### src/rtl/psde_dist.sv
// ----------------------------------------------------------------------------
// psde_dist
// Two-stage squared distance unit. The first stage forms the absolute
// coordinate differences to the anchor, the second squares them. The sum is
// left to the caller, where it meets the running maximum.
// ----------------------------------------------------------------------------
module psde_dist #(
  parameter int COORD_BITS = 24
) (
  input  logic                         clk,
  input  logic                         rst,
  input  logic signed [COORD_BITS-1:0] anchor_x,
  input  logic signed [COORD_BITS-1:0] anchor_y,
  input  logic                         pt_valid,
  input  logic [2*COORD_BITS-1:0]      pt,
  output logic                         sq_valid,
  output logic [2*COORD_BITS+1:0]      sq_x,
  output logic [2*COORD_BITS+1:0]      sq_y,
  output logic [2*COORD_BITS-1:0]      sq_pt
);

  localparam int MAG_W = COORD_BITS + 1;
  localparam int PT_W  = 2 * COORD_BITS;

  logic signed [MAG_W-1:0] dx;
  logic signed [MAG_W-1:0] dy;
  logic [MAG_W-1:0]        mag_x;
  logic [MAG_W-1:0]        mag_y;
  logic [PT_W-1:0]         pt_a;
  logic                    valid_a;

  // Differences at one bit wider than a coordinate, so they cannot wrap.
  always_comb begin
    dx = {anchor_x[COORD_BITS-1], anchor_x}
       - {pt[PT_W-1], pt[PT_W-1:COORD_BITS]};
    dy = {anchor_y[COORD_BITS-1], anchor_y}
       - {pt[COORD_BITS-1], pt[COORD_BITS-1:0]};
  end

  // Stage one: magnitudes.
  always_ff @(posedge clk) begin
    if (rst) begin
      valid_a <= 1'b0;
    end else begin
      valid_a <= pt_valid;
    end
  end

  always_ff @(posedge clk) begin
    mag_x <= dx[MAG_W-1] ? MAG_W'(-dx) : MAG_W'(dx);
    mag_y <= dy[MAG_W-1] ? MAG_W'(-dy) : MAG_W'(dy);
    pt_a  <= pt;
  end

  // Stage two: squares.
  always_ff @(posedge clk) begin
    if (rst) begin
      sq_valid <= 1'b0;
    end else begin
      sq_valid <= valid_a;
    end
  end

  always_ff @(posedge clk) begin
    sq_x  <= mag_x * mag_x;
    sq_y  <= mag_y * mag_y;
    sq_pt <= pt_a;
  end

endmodule

### config.mk
export PLATFORM = sky130hd
export DESIGN_NAME = psde_dist
export DESIGN_NICKNAME = d
export VERILOG_FILES = /design/src/rtl/psde_dist.sv
export SDC_FILE = /design/constraint.sdc
export NUM_CORES = 2
export LEC_CHECK = 0
export ABC_AREA = 1
export BUFFER_PORTS_ARGS = -buffer_cell sky130_fd_sc_hd__buf_2
export CAP_MARGIN = 20
export CORE_UTILIZATION = 48
export DETAILED_ROUTE_END_ITERATION = 6
export PLACE_DENSITY = 0.68
export SETUP_SLACK_MARGIN = 0.3
export SYNTH_ARGS = -nofsm -noshare
export SYNTH_HDL_FRONTEND = slang
export SYNTH_SLANG_ARGS = --single-unit
### constraint.sdc
create_clock -name clk -period 6.25 [get_ports clk]
set_clock_uncertainty 0.05 [all_clocks]
set_input_delay 1.875 -clock clk [delete_from_list [all_inputs] [get_ports clk]]
set_output_delay 1.875 -clock clk [all_outputs]
set_load 0.01 [all_outputs]
[Word level (Yosys, flattened, before mapping)]
Index checks and enable logic that the tools add are counted.
Storage, ports and cells
  register bits after elaboration: 248
  input bits: 99
  logic and storage cells: 18
  output and inout bits: 149
Cells by class
  muxes and demuxes: 2
  $mul: 2
  $add $sub $neg: 4
Operator list (count)
  multiplier 25 x 25 -> 50 bit: 2
  negation 25 bit: 2
  subtractor 24 x 24 -> 25 bit: 2
  two-way mux 24 bit: 2

[Logic depth before layout (Yosys ltp)]
  depth after elaboration: 3
  depth in mapped cells: 31
  depth with buffers taken out: 29

[Worst setup path before layout]
Ideal clock, no wire load.
  kind: register -> register
  start point: reg mag_x[3]
  end point: reg sq_x[38]
  setup time: 112 ps
  period minus slack after synthesis: 6369 ps
  slack: -119 ps
  buffers on the path: 2
  cell stages (with the launch flop): 29
  required time: 6088 ps
  arrival: 6207 ps
  cell sequence: dfxtp_1 > clkbuf_1 > clkbuf_1 > nand2_1 > fa_1 > inv_1 > fa_1 > inv_1 > fa_1 > inv_1 > fa_1 > inv_1 > fa_1 > inv_1 > fa_1 > inv_1 > fa_1 > inv_1 > ha_1 > nand2_1 > nor2_1 > inv_1 > nor2_1 > nand4_1 > and3_1 > o21ai_0 > nand2_1 > nand3_1 > nand2_1
Between the ends
  cells in the longest elaborated chain, start to end: 1
Ends and longest elaborated chain
  from (decl): RTL line 27  | logic [MAG_W-1:0] mag_x;
  from (signal assigned): RTL line 50  | mag_x <= dx[MAG_W-1] ? MAG_W'(-dx) : MAG_W'(dx);
  multiplier 25 x 25 -> 50 bit: RTL line 65  | sq_x <= mag_x * mag_x;
  to (signal assigned): RTL line 65
  to (decl): RTL line 17  | output logic [2*COORD_BITS+1:0] sq_x,
No other way between the ends.
A chain may end at the register's enable or synchronous reset.

[Worst setup path in the final report]
  start point: reg mag_x[7]
  end point: reg sq_x[44]
Same word-level chain as after synthesis.

==> run summary <==
The summed instance area of the synthesized netlist came out at 47000 um2. The number of DRC violations after detailed routing came out at 10. The number of enable flip-flop cells after synthesis is 0. After synthesis, the largest family of logic cells by area is adder cells. The dominant synthesized flop cell is sky130_fd_sc_hd__dfxtp_1.

Dividing the detail-routed via count by the number of cells gives just under 5. The most area-hungry cell type in the Yosys netlist is sky130_fd_sc_hd__fa_1. The number of buffers added by the clock tree synthesis step came out at 35. The met3 routing resource usage after global routing is 0.0375. The first-pass GRT wire length came out at 211000 um.

The via count of the first global-routing pass is 41900. After clock tree synthesis, the clock-pin slew on the worst setup and hold paths is 60 ps. Counting I/O delays and the setup requirement, the final critical path takes 6250 ps.

Of the post-synthesis cell area, the dominant cell type holds 0.398. The cell count after synthesis came out at 5951. The number of cell rows came out at 114. The number of fillers in the final layout is 7962.

Data arrives at the worst endpoint at 6700 ps. The global routing usage on met1 is 0.344. The global routing stage identified its most utilized layer as met2. The fraction of layout instances using a drive strength above 1 is 0.243. In this run the remaining antenna-violating nets after routing total 0. In this run the worst path has a maximum fanout of 4.

The type of the setup path with the least slack is register to register. After synthesis, the netlist uses between 40 and 50 different library cells. The tree is rooted in a sky130_fd_sc_hd__clkbuf_16. The worst setup path is captured at a register.

The insertion delay to the later sink of the worst-skew pair is 610 ps. The die covers between 90000 and 100000 um2. The flow ran to the end, but the final reports show violations. The number of I/O pins came out at 248. The total placed instance area came out at 53700 um2. In this run the deepest clock path goes through 3 buffers. The area fraction in compound gates after synthesis came out at 0.0382. The number of port buffers came out at 245. The final route contains 39300 vias. The total of hold buffers inserted after clock tree synthesis is 0. The share of flip-flops with an asynchronous set or reset after synthesis came out at 0. The met2 usage came out at 0.462.

The pin count of the biggest net entering global routing came out at 25. Yosys attributes the largest share of cell area to sky130_fd_sc_hd__fa_1 40%, sky130_fd_sc_hd__inv_1 15%, sky130_fd_sc_hd__ha_1 11%, sky130_fd_sc_hd__nand2_1 11%, sky130_fd_sc_hd__dfxtp_1 10%. The horizontal extent of the die came out at 315 um. The maximum cell stage delay along the critical path came out at 580 ps. The total non-filler cell area in the finished layout came out at 60000 um2. After the first detailed-routing iteration, the DRC count stood at 2204.

In this run the mean area of a mapped cell was 7.90 um2. The final max-slew violation count is 0. The number of clock sinks came out at 246. The detailed-router iteration count before antenna repair is 7. The number of nets in the finished design is 8224. The synthesis warning total is 0.

The routability congestion estimate from global placement is 0.934. For this run the aggregate overflow at the end of global routing stands at 0. The core region is 96900 um2. The floorplan die height is 315 um. The initial antenna violation count came out at 4. The proportion of synthesized chip area in sequential cells came out at 0.105. The aggregate routed wire length is 132000 um. Of the post-synthesis cell area, the part taken by muxes is 0.

Compared with the post-synthesis result, the final layout area differs by 27.7%. The fraction of the mapped netlist area in adder cells came out at 0.510. The number of hold violations in the final report is 0. Once placement completed, the tool counted placed cells totaling 7857. The simple-gate area share of the yosys netlist came out at 0.153. The critical path required time is 6700 ps. The cell with the most instances after synthesis is sky130_fd_sc_hd__inv_1. The H-tree was split into 2 levels. The final reports fail on design-rule violations. The cell with the largest stage delay on the worst path is sky130_fd_sc_hd__fa_1.

Across every metal layer, demand over resource in global routing totals 0.268. TritonCTS built the clock tree. The relative max-transition margin is 0.443. After the flow finishes, the layout carries non-filler instances totaling about 8100. The starting density of the core came out at 0.485.

The most numerous cell type found on the critical path is sky130_fd_sc_hd__fa_1. The type of origin of the critical path is a register. The final setup violation count is 0.

The family with the most delay on the worst path is adder cells. The number of maximum-capacitance violations is 0. The number of buffers and inverters on the critical path came out at 9.

The half-perimeter wire length of the detailed placement result is 107000 um. Counting instances in the post-synthesis netlist gives the leading cell types as 1917 x sky130_fd_sc_hd__inv_1, 1316 x sky130_fd_sc_hd__nand2_1, 935 x sky130_fd_sc_hd__fa_1, 421 x sky130_fd_sc_hd__ha_1. The maximum frequency from static timing analysis is around 160 MHz. The tightest min-delay check is of the register to register type. At the pin with the least slew margin, the transition time is 827 ps. In the finished design, the share of the clock period the worst path needs comes to 1.00. The routed wirelength normalized by instance count came out at 16.4 um.

Of the total synthesized cell area, the portion taken by XOR and XNOR cells is 0.0285. Setup repair after global routing could not meet its margin everywhere. Counting flops and latches in the post-synthesis netlist gives 246.
[cell type report]
cell class	count	area, um2	share of cell area
flip-flops and latches	246	5070	0.0845
inverters	1921	7230	0.120
diodes	1	2.50	0.0000417
clock inverters	21	294	0.00490
repair buffers	926	7600	0.127
clock buffers	42	933	0.0156
multi-input cells	3639	37300	0.621
well taps	1276	1600	0.0266
[cells in the final DEF (no fill, tap or decap), types with 10 or more instances in the layout]
cell                           n
sky130_fd_sc_hd__inv_1      1822
sky130_fd_sc_hd__nand2_4      50
sky130_fd_sc_hd__nor2_1      174
sky130_fd_sc_hd__ha_4         50
sky130_fd_sc_hd__nand4_1      32
sky130_fd_sc_hd__o21ai_1      18
sky130_fd_sc_hd__nor2_2       34
sky130_fd_sc_hd__buf_12       56
sky130_fd_sc_hd__buf_6        69
sky130_fd_sc_hd__nand3_1     135
sky130_fd_sc_hd__o21a_1       10
sky130_fd_sc_hd__nand2_2     109
sky130_fd_sc_hd__a21oi_1     104
sky130_fd_sc_hd__xor2_2       11
sky130_fd_sc_hd__o21ai_0      32
sky130_fd_sc_hd__xor2_1       89
sky130_fd_sc_hd__o21ai_2      19
sky130_fd_sc_hd__nand3_2      16
sky130_fd_sc_hd__nor2_4       41
sky130_fd_sc_hd__xnor2_1      43
sky130_fd_sc_hd__o21ai_4      11
sky130_fd_sc_hd__a21oi_4      25
sky130_fd_sc_hd__inv_2        93
sky130_fd_sc_hd__nor3_2       11
sky130_fd_sc_hd__buf_2       245
sky130_fd_sc_hd__clkbuf_16    40
sky130_fd_sc_hd__dfxtp_1     199
sky130_fd_sc_hd__dfxtp_2      12
sky130_fd_sc_hd__buf_4       532
sky130_fd_sc_hd__a21oi_2      44
sky130_fd_sc_hd__buf_8        14
sky130_fd_sc_hd__a21o_1       17
sky130_fd_sc_hd__dfxtp_4      35
sky130_fd_sc_hd__nor3_1       14
sky130_fd_sc_hd__fa_1        885
sky130_fd_sc_hd__nand2_1    1163
sky130_fd_sc_hd__fa_2         50
sky130_fd_sc_hd__ha_1        367
[logic make-up after synthesis]
family | Yosys count
compound gates | 325
simple gates | 1805
other cells | 1
flops | 246
fa+ha+maj | 1356
buf+inv | 2067
xor+xnor | 151
[repair_timing]
item,CTS,global route
pin swaps,188,226
endpoints found under the hold margin,0,0
cloned,6,4
setup buffers,84,57
resized for setup,556,454
endpoints found under the setup margin,74,73
[final timing paths]
kind,cells after the start,endpoint,startpoint,slack (ps)
worst max-delay path,25,sq_x[44],mag_x[7],1
worst min-delay path,0,sq_pt[43],pt_a[43],260
worst max register to register,25,sq_x[44],mag_x[7],1
worst min register to register,0,sq_pt[43],pt_a[43],260
[through the flow]
step,setup slack (ps),utilization,TNS [ps],hold slack [ps]
5_1_grt,-154,0.620,-3010,269
4_1_cts,-23.0,0.597,-45.4,264
3_5_place_dp,-478,0.554,-13230,262
2_1_floorplan,263,-,0,260
6_report,1.37,0.620,0,264
3_3_place_gp,-525,0.554,-13990,261
[layer usage]
metal  up-vias  part of all wire
met5         -           0.00033
met4         6             0.033
met3       285             0.060
met2      1205              0.50
met1     19200              0.41
li1      18600                 -
[registers in the layout (all words and copies together) (netlist names)]
name / flops
valid_a: 1
mag_x: 25
sq_pt: 48
sq_y: 49
mag_y: 25
sq_valid: 1
sq_x: 49
pt_a: 48
Power is left out: the tool's default activity adds up to more than one toggle a clock period on the data nets, which glitch-free logic cannot reach.
