`src/rtl/psde_isqrt.sv`:
```
// ----------------------------------------------------------------------------
// psde_isqrt
// Floor square root, one result bit per cycle by the restoring digit method.
// A start pulse latches the operand; done rises once the last digit step is
// taken and holds with the root until the next start.
// ----------------------------------------------------------------------------
module psde_isqrt #(
  parameter int ROOT_W = 26
) (
  input  logic                clk,
  input  logic                rst,
  input  logic                start,
  input  logic [2*ROOT_W-1:0] operand,
  output logic                done,
  output logic [ROOT_W-1:0]   root
);

  localparam int VAL_W  = 2 * ROOT_W;
  localparam int REM_W  = ROOT_W + 2;
  localparam int STEP_W = $clog2(ROOT_W + 1);

  logic              busy;
  logic [STEP_W-1:0] steps;
  logic [VAL_W-1:0]  val;
  logic [REM_W-1:0]  rem;
  logic [REM_W-1:0]  rem_sh;
  logic [REM_W-1:0]  trial;
  logic              fits;

  // One digit step: bring down two operand bits and try a one.
  always_comb begin
    rem_sh = {rem[ROOT_W-1:0], val[VAL_W-1 -: 2]};
    trial  = {root, 2'b01};
    fits   = (rem_sh >= trial);
  end

  // Control.
  always_ff @(posedge clk) begin
    if (rst) begin
      busy <= 1'b0;
      done <= 1'b0;
    end else if (start) begin
      busy <= 1'b1;
      done <= 1'b0;
    end else if (busy && steps == STEP_W'(1)) begin
      busy <= 1'b0;
      done <= 1'b1;
    end
  end

  // Datapath.
  always_ff @(posedge clk) begin
    if (start) begin
      val   <= operand;
      rem   <= '0;
      root  <= '0;
      steps <= STEP_W'(ROOT_W);
    end else if (busy) begin
      val   <= {val[VAL_W-3:0], 2'b00};
      rem   <= fits ? rem_sh - trial : rem_sh;
      root  <= {root[ROOT_W-2:0], fits};
      steps <= steps - STEP_W'(1);
    end
  end

endmodule
```
`config.mk`:
```
export PLATFORM = sky130hd
export DESIGN_NAME = psde_isqrt
export DESIGN_NICKNAME = d
export VERILOG_FILES = /design/src/rtl/psde_isqrt.sv
export SDC_FILE = /design/constraint.sdc
export NUM_CORES = 1
export LEC_CHECK = 0
export BUFFER_PORTS_ARGS = -buffer_cell sky130_fd_sc_hd__clkbuf_2
export CAP_MARGIN = 20
export CELL_PAD_IN_SITES_DETAIL_PLACEMENT = 0
export CELL_PAD_IN_SITES_GLOBAL_PLACEMENT = 1
export CORE_ASPECT_RATIO = 1.25
export CORE_UTILIZATION = 46
export CTS_BUF_LIST = sky130_fd_sc_hd__clkbuf_16
export DETAILED_ROUTE_END_ITERATION = 16
export PLACE_DENSITY = 0.85
export SYNTH_ARGS = -nofsm -noshare
export SYNTH_HDL_FRONTEND = slang
export SYNTH_SLANG_ARGS = --single-unit
```
`constraint.sdc`:
```
create_clock -name clk -period 3.81 [get_ports clk]
set_clock_uncertainty 0.15 [all_clocks]
set_input_delay 0.762 -clock clk [delete_from_list [all_inputs] [get_ports clk]]
set_output_delay 0.762 -clock clk [all_outputs]
set_load 0.02 [all_outputs]
```
# Word level (Yosys, flattened, before mapping)
# Cells that the tools add are included.
[classes]
add_sub_neg = 2
magnitude_cmp = 1
n_eq_ne = 1
mux = 5
n_reduce_logical = 4
[ops]
columns = ["operator", "count"]
rows = [
  ["two-way mux 52 bit", 2],
  [">= comparator 28 bit", 1],
  ["two-way mux 26 bit", 1],
  ["subtractor 26 bit", 1],
  ["equality test 5 x 1 -> 1 bit, second input constant", 1],
  ["subtractor 5 x 1 -> 5 bit, second input constant", 1],
  ["nonzero test 2 bit", 2],
  ["two-way mux 1 bit", 2],
  ["OR reduction 2 bit", 1],
  ["logical AND 1 bit", 1],
]
[word_totals]
ff_bits = 111
in_bits = 55
out_inout_bits = 27

# Longest topological paths before layout
# Gate-level depths: netlist (run 1).
[logic_depth]
depth_word = 4
mapped_depth = 13
depth_no_buf = 10

# Least setup slack after synthesis (run 1)
# OpenSTA, ideal clock, no wires.
[synth_timing]
path_type = "input -> register"
startpoint = "input port start"
endpoint = "register val[0] (enable)"
setup_time_ns = 0.406
t_arrival_ns = 2.367
required_ns = 3.254
setup_slack_ns = 0.887
path_stages = 4
path_buffers = 2
cell_sequence = "clkbuf_1 nor2_1 clkbuf_1 inv_1"
[synth_between]
elab_chain_len = 1
[synth_lines]
columns = ["item", "line", "rtl"]
rows = [
  ["start: declaration", "12", "input logic start,"],
  ["nonzero test 2 bit (no line)", "n/a", ""],
  ["end signal: assignment", "54", "val <= operand;"],
  ["end signal: assignment", "59", "val <= {val[VAL_W-3:0], 2'b00};"],
  ["end: declaration", "24", "logic [VAL_W-1:0] val;"],
]
# Every way passes these cells.
# A chain may end at the register's enable or synchronous reset.

# Worst setup path after layout (run 1)
[layout_timing]
startpoint = "register root[19]"
endpoint = "register rem[22]"
[layout_between]
elab_chain_len = 2
word_cells_on_any_way = 3
classes_between = "add/sub: 1; order compare: 1; mux: 1"
[layout_lines]
columns = ["item", "line", "rtl"]
rows = [
  ["start: declaration", "15", "output logic [ROOT_W-1:0] root"],
  ["start signal: assignment", "61", "root <= {root[ROOT_W-2:0], fits};"],
  ["subtractor 26 bit or >= comparator 28 bit (tied branches)", "60, 34", ""],
  ["two-way mux 26 bit (*)", "60", "rem <= fits ? rem_sh - trial : rem_sh;"],
  ["end signal: assignment", "60", ""],
  ["end: declaration", "25", "logic [REM_W-1:0] rem;"],
]
# Mark *: on every way between the ends. The rest lies on a longest branch, timed or not.

==> results of run 1 <==
## per-stage QoR
stage	total power [mW]	instance area, µm²	std cells	worst slack [ps]
after floorplan	3.785	5962	556	887.2
after global placement	4.046	6469	779	889.5
after detailed placement	4.100	6469	779	789.2
after CTS	5.107	6785	795	776.0
after global routing	5.437	6785	795	501.6
final	5.082	6785	795	798.0
## sequential cells by signal, indices dropped and copies added, names as in the netlist
name   count
busy       1
done       1
rem       26
root      26
steps      5
val       52
## power breakdown
| part | internal (mW) | switching (mW) | total, mW |
|---|---|---|---|
| registers | 1.42 | 0.112 | 1.53 |
| clock network | 0.528 | 0.464 | 0.992 |
| logic | 1.11 | 1.44 | 2.56 |
## per-layer routing
| metal | vias up | GRT usage (%) |
|---|---|---|
| met5 | - | 0 |
| met4 | 0 | 7.563 |
| met3 | 17 | 4.829 |
| met2 | 101 | 34.20 |
| met1 | 2074 | 21.12 |
| li1 | 2156 | - |
## cell type report
| class | count | area (µm²) | area share, % |
|---|---|---|---|
| Multi-Input combinational cell | 381 | 2949 | 43.46 |
| Tap cell | 168 | 210.2 | 3.098 |
| Clock buffer | 9 | 225.2 | 3.319 |
| Sequential cell | 111 | 2744 | 40.44 |
| Clock inverter | 7 | 91.34 | 1.346 |
| Inverter | 34 | 127.6 | 1.881 |
| Timing Repair Buffer | 85 | 437.9 | 6.454 |
## path summary, 6_finish.rpt
check / to / slack (ps) / cells past startpoint
worst max register to register: rem[22] / 800 / 8
worst max-delay path: rem[22] / 800 / 8
worst min-delay path: rem[24] / 340 / 2
worst min register to register: rem[24] / 340 / 2
## cells in the final DEF, fill, tap and decap left out, types with 11 or more instances in the layout
master,instances
mux2i_1,38
dfxtp_1,58
nand2_1,22
a211oi_1,13
o21ai_0,17
clkbuf_2,80
a21oi_1,15
mux2_2,50
a21o_1,14
inv_1,33
xor2_1,14
nor2_1,51
xnor2_1,11
nand3_1,11
edfxtp_1,52
ha_1,30
## worst register-to-register path, delay by kind of cell (launching register included)
kind | cells | cell delay [ps]
AO/OA/AOI/OAI | 5 | 1830
adder cells (fa/ha/maj) | 1 | 340
buffers and inverters | 1 | 70
flip-flops | 1 | 390
AND/OR/NAND/NOR | 1 | 150
## cells by family (layout without fill, tap and decap cells)
family / count (synthesis) / in the layout / share of synthesized area [%]
and+or+nand+nor: 129 / 129 / 10.33
DFF: 111 / 111 / 46.00
AOI/OAI and AO/OA: 109 / 109 / 13.35
muxes: 88 / 88 / 15.82
buffers and inverters: 64 / 135 / 4.533
adders and majority gates: 30 / 30 / 6.296
xor gates and xnor gates: 25 / 25 / 3.673
==> reports/metrics.yaml, run 1 <==
clock_network:
  numCtsBuffers: 9
  cts_hold_buf: 0
  ctsResizeCount: 0
  clkLatencyLatePin_ps: 360
  path_clk_slew_ps: 80
  postCtsSetupBuffers: 0
  numClockSinks: 111
  root_buffer: "clkbuf_16"
  cts_tree: "built"
  cts_max_level: 3
  clk_path_buf_depth: 2
final_layout:
  drive_above_1_share_pct: 26.32
  syn_to_final_growth_pct: 13.81
  utilization_pct: 53.59
  n_antenna_cell: 0
  nNetsFinal: 707
  fillerInstances: 1145
sta:
  hold_ws_ps: 343.8
  period_needed_ps: 3012
  final_max_slew_viol_count: 0
  min_period_over_period_pct: 79.06
  hold_viol_final: 0
  rsz0062_at_grt: "no"
  worstMarginPinSlew_ps: 958.3
  setup_tns_ps: 0
  max_freq_mhz: 332.0
  setup_viol: 0
  max_slew_margin_pct: 35.88
route:
  wl_met1_um: 5117
  met3_length_um: 548
  ant_nets: 0
  drt_wl_total_um: 12220
  post_drt_via_cell_ratio: 5.469
  vias: 4348
  post_drt_wl_per_cell_um: 15.37
  highest_layer: "met4"
  drc: 0
  firstDrtPassIters: 4
  wl_met2_um: 6343
  first_iter_violations: 198
worst_hold_path:
  worstHoldPathType: "flip-flop to flip-flop"
  worstHoldStart: "rem[24]"
die:
  initial_core_util_pct: 47.08
  pin_count: 82
  core_area_um2: 12660
  row_count: 46
  die_h_um: 129.3
  die_w_um: 103.8
  dieArea_um2: 13420
logic_synthesis:
  synth_edf_count: 52
  synth_most_common_cell: "dfxtp_1"
  synthArstFlopShare_pct: 0
  postSynthCellCount: 556
  syn-cell-area_um2: 5962
  synth_area_per_cell_um2: 10.72
  ys_top_cells_by_count: "dfxtp_1, edfxtp_1, nor2_1, mux2_2, mux2i_1"
  synth_top_area_cell: "edfxtp_1"
  ys_ff_latch: 111
  synth_top_flop_cell: "dfxtp_1"
  yosys_warnings: 0
  synth_top_area_share_pct: 26.19
  yosysSeqAreaShare_pct: 46.00
  synth_fp_nets: 641
  yosysUniqueCellTypes: 57
  synthTopCellsByArea: "edfxtp_1, dfxtp_1, mux2_2"
worst_setup_path:
  worst_setup_path_start_kind: "flip-flop"
  cp_num_buf_inv: 1
  crit_path_end_kind: "flip-flop"
  crit_path_max_fanout: 39
  cp_top_family: "compound AO/OA/AOI/OAI gates"
  critical_path_arrival_ps: 3130
  cp_slowest_stage_delay_ps: 570
  critical_path_class: "flip-flop to flip-flop"
  r2r-start: "root[19]"
  slowest_stage: "o31a_4"
  path_cells: "inv_1 > ha_1 > a21oi_1 > o21ai_0 > a221oi_1 > o31a_4 > nand2_1 > a311oi_2"
  crit_start: "root[19]"
  cp_data_required_time_ps: 3930
grt:
  grt.total_usage_pct: 18.81
  grt_max_degree: 63
  antenna_found_initial: 0
  grt_pass1_wl_um: 20270
  first_global_vias: 4369
  grt.overflow.total: 0
status:
  status: "finished, final reports clean"
power:
  pwr_density_cell_nw_per_um2: 748.9
  cellLeakagePower_nw: 2.758
  ir_worst_vdd_mv: 0.4421
placed_design:
  io_buffer_count: 81
  dp_hpwl_um: 8725
  place.gp.congestion: 0.8864
job:
  maxCapViolCount: 0
No activity file was read; power rests on OpenSTA's default activity.
==> run 2, diff against run 1 <==
--- a/config.mk
+++ b/config.mk
@@ -5,15 +5,16 @@
 export SDC_FILE = /design/constraint.sdc
 export NUM_CORES = 1
 export LEC_CHECK = 0
+export ABC_AREA = 1
 export BUFFER_PORTS_ARGS = -buffer_cell sky130_fd_sc_hd__clkbuf_2
 export CAP_MARGIN = 20
 export CELL_PAD_IN_SITES_DETAIL_PLACEMENT = 0
 export CELL_PAD_IN_SITES_GLOBAL_PLACEMENT = 1
 export CORE_ASPECT_RATIO = 1.25
-export CORE_UTILIZATION = 46
+export CORE_UTILIZATION = 38
 export CTS_BUF_LIST = sky130_fd_sc_hd__clkbuf_16
 export DETAILED_ROUTE_END_ITERATION = 16
-export PLACE_DENSITY = 0.85
+export PLACE_DENSITY = 0.81
 export SYNTH_ARGS = -nofsm -noshare
 export SYNTH_HDL_FRONTEND = slang
 export SYNTH_SLANG_ARGS = --single-unit
==> constraint.sdc (replaced) <==
create_clock -name clk -period 2.7 [get_ports clk]
set_clock_uncertainty 0.15 [all_clocks]
set_input_delay 0.54 -clock clk [delete_from_list [all_inputs] [get_ports clk]]
set_output_delay 0.54 -clock clk [all_outputs]
set_load 0.02 [all_outputs]
==> run 2 against run 1 <==
  * Critical path depth grew 5
  * Synthesized cell count grew 62%
  * Final cell count grew 51%
  * Setup slack worse by 580 ps
  * Register-to-register slack worse by 580 ps
  * Design area is 8.7% higher
  * Hold slack worse by 150 ps
  * Fmax rose by 22%
  * Non-clock buffer count grew 13
  * Die area increased by 29%
==> reports/metrics.yaml, run 2 <==
route:
  first_iter_violations: 249
  ant_nets: 0
  drc: 0
  post_drt_wl_per_cell_um: 13.20
  vias: 5673
  firstDrtPassIters: 5
  drt_wl_total_um: 15900
  post_drt_via_cell_ratio: 4.712
sta:
  hold_ws_ps: 196.5
  hold_viol_final: 0
  setup_viol: 0
  rsz0062_at_grt: "no"
  max_freq_mhz: 403.6
  setup_tns_ps: 0
  final_max_slew_viol_count: 0
  max_slew_margin_pct: 60.43
  period_needed_ps: 2478
  min_period_over_period_pct: 91.78
  worstMarginPinSlew_ps: 589.9
logic_synthesis:
  synth_most_common_cell: "nand2_1"
  yosys_warnings: 0
  yosysSeqAreaShare_pct: 43.10
  synth_fp_nets: 986
  postSynthCellCount: 901
  synth_area_per_cell_um2: 7.063
  ys_ff_latch: 111
  ys_top_cells_by_count: "nand2_1, inv_1, nor2_1, dfxtp_1, edfxtp_1"
  yosysUniqueCellTypes: 37
  synth_top_area_cell: "edfxtp_1"
  synth_edf_count: 52
  synth_top_area_share_pct: 24.54
  synthTopCellsByArea: "edfxtp_1, nand2_1, dfxtp_1"
  synthArstFlopShare_pct: 0
  synth_top_flop_cell: "dfxtp_1"
  syn-cell-area_um2: 6364
worst_hold_path:
  holdPathStages: 2
  worstHoldPathType: "input pin to flip-flop"
grt:
  antenna_found_initial: 0
  grt_max_degree: 53
  grt_pass1_wl_um: 26680
  grt.overflow.total: 0
  first_global_vias: 5556
  grt.total_usage_pct: 19.37
clock_network:
  cts_hold_buf: 0
  clkLatencyLatePin_ps: 360
  cts_tree: "built"
  cts_max_level: 3
  ctsResizeCount: 0
  path_clk_slew_ps: 80
  postCtsSetupBuffers: 0
  clk_path_buf_depth: 2
  numCtsBuffers: 9
  root_buffer: "clkbuf_16"
  numClockSinks: 111
worst_setup_path:
  crit_path_max_fanout: 20
  crit_path_end_kind: "flip-flop"
  critical_path.endpoint: "rem[2]"
  reg2reg_depth: 13
  cp_data_required_time_ps: 2810
  regToRegEndpoint: "rem[2]"
  crit_start: "root[9]"
  critical_path_class: "flip-flop to flip-flop"
  critical_path_arrival_ps: 2580
  worst_setup_path_start_kind: "flip-flop"
  reg2reg_setup_slack_ps: 220
  r2r-start: "root[9]"
final_layout:
  n_antenna_cell: 0
  drive_above_1_share_pct: 13.77
  reg_top3: "val (52), rem (26), root (26)"
  final_cell_mix: "nand2_1, inv_1, clkbuf_2"
  layout_commonest_cell: "nand2_1"
  top_register: "val"
  fin_cells: 1204
  nNetsFinal: 1068
  largest_reg_flops: 52
  syn_to_final_growth_pct: 15.95
placed_design:
  io_buffer_count: 81
  place.gp.congestion: 0.9350
  dp_hpwl_um: 11960
  dp_cells: 1188
status:
  status: "finished, final reports clean"
die:
  dieArea_um2: 17270
  row_count: 52
  core_area_um2: 16270
  die_w_um: 117.7
  pin_count: 82
  die_h_um: 146.7
  initial_core_util_pct: 39.12
job:
  maxCapViolCount: 0
## run 2: changes by cell type in the layout (fill, tap and decap cells not counted), sizes merged, moves of 24 or more
cell	change
inv	+102
mux2	-50
mux2i	-38
nand2	+334
nand3	+34
nor2	+24
o22ai	+25
## run 2: kinds of logic after synthesis
logic type | Yosys count | synth area share, %
and+or+nand+nor | 500 | 32.13
buffers and inverters | 165 | 10.09
AOI/OAI and AO/OA | 90 | 8.101
xor gates and xnor gates | 5 | 0.6881
adders and majority gates | 30 | 5.899
DFF | 111 | 43.10
## run 2: worst min-delay path by stage
stage	from	end	slack, ps
2_1_floorplan	rem[25]	rem[25]	280
3_3_place_gp	rem[24]	rem[24]	300
3_5_place_dp	rem[25]	rem[25]	290
4_1_cts	rst	done	190
5_1_grt	rst	done	200
6_report	rst	done	200
## run 2: cell type report
| cell class | instances | area [µm²] |
|---|---|---|
| Tap cell | 216 | 270.3 |
| Sequential cell | 111 | 2743 |
| Fill cell | 1747 | 8887 |
| Inverter | 138 | 518.0 |
| Multi-Input combinational cell | 625 | 2990 |
| Clock inverter | 7 | 73.82 |
| Clock buffer | 9 | 225.2 |
| Timing Repair Buffer | 98 | 558.0 |
## run 2: critical path: stages, from the launching register on
cell	delay [ps]
dfxtp_1	340
inv_1	80
ha_1	370
a21oi_1	270
nand2_1	150
inv_1	70
nand3_1	180
nand2_2	170
nand3_2	150
buf_12	200
nand2_1	60
nand2_1	50
nor2_1	90
nor2_1	40
## run 2: through the flow
stage	worst slack [ps]	util (%)	cell area, µm²
floorplan	452.0	-	6371
global placement	244.4	43.45	7068
detailed placement	211.2	43.45	7068
CTS	188.9	45.29	7367
global route	0.5396	45.36	7378
finish	222.1	45.36	7378
## run 2: layer usage
metal,part of all wire (%),vias up,global-route usage (%)
met5,0,-,0
met1,46,2520,23.67
met2,49,120,34.00
met3,3.5,20,3.008
met4,1.8,0,7.500
li1,-,3013,-
Power of run 2 is left out: the tool's default activity adds up to more than one toggle a clock period on the data nets, which glitch-free logic cannot reach.
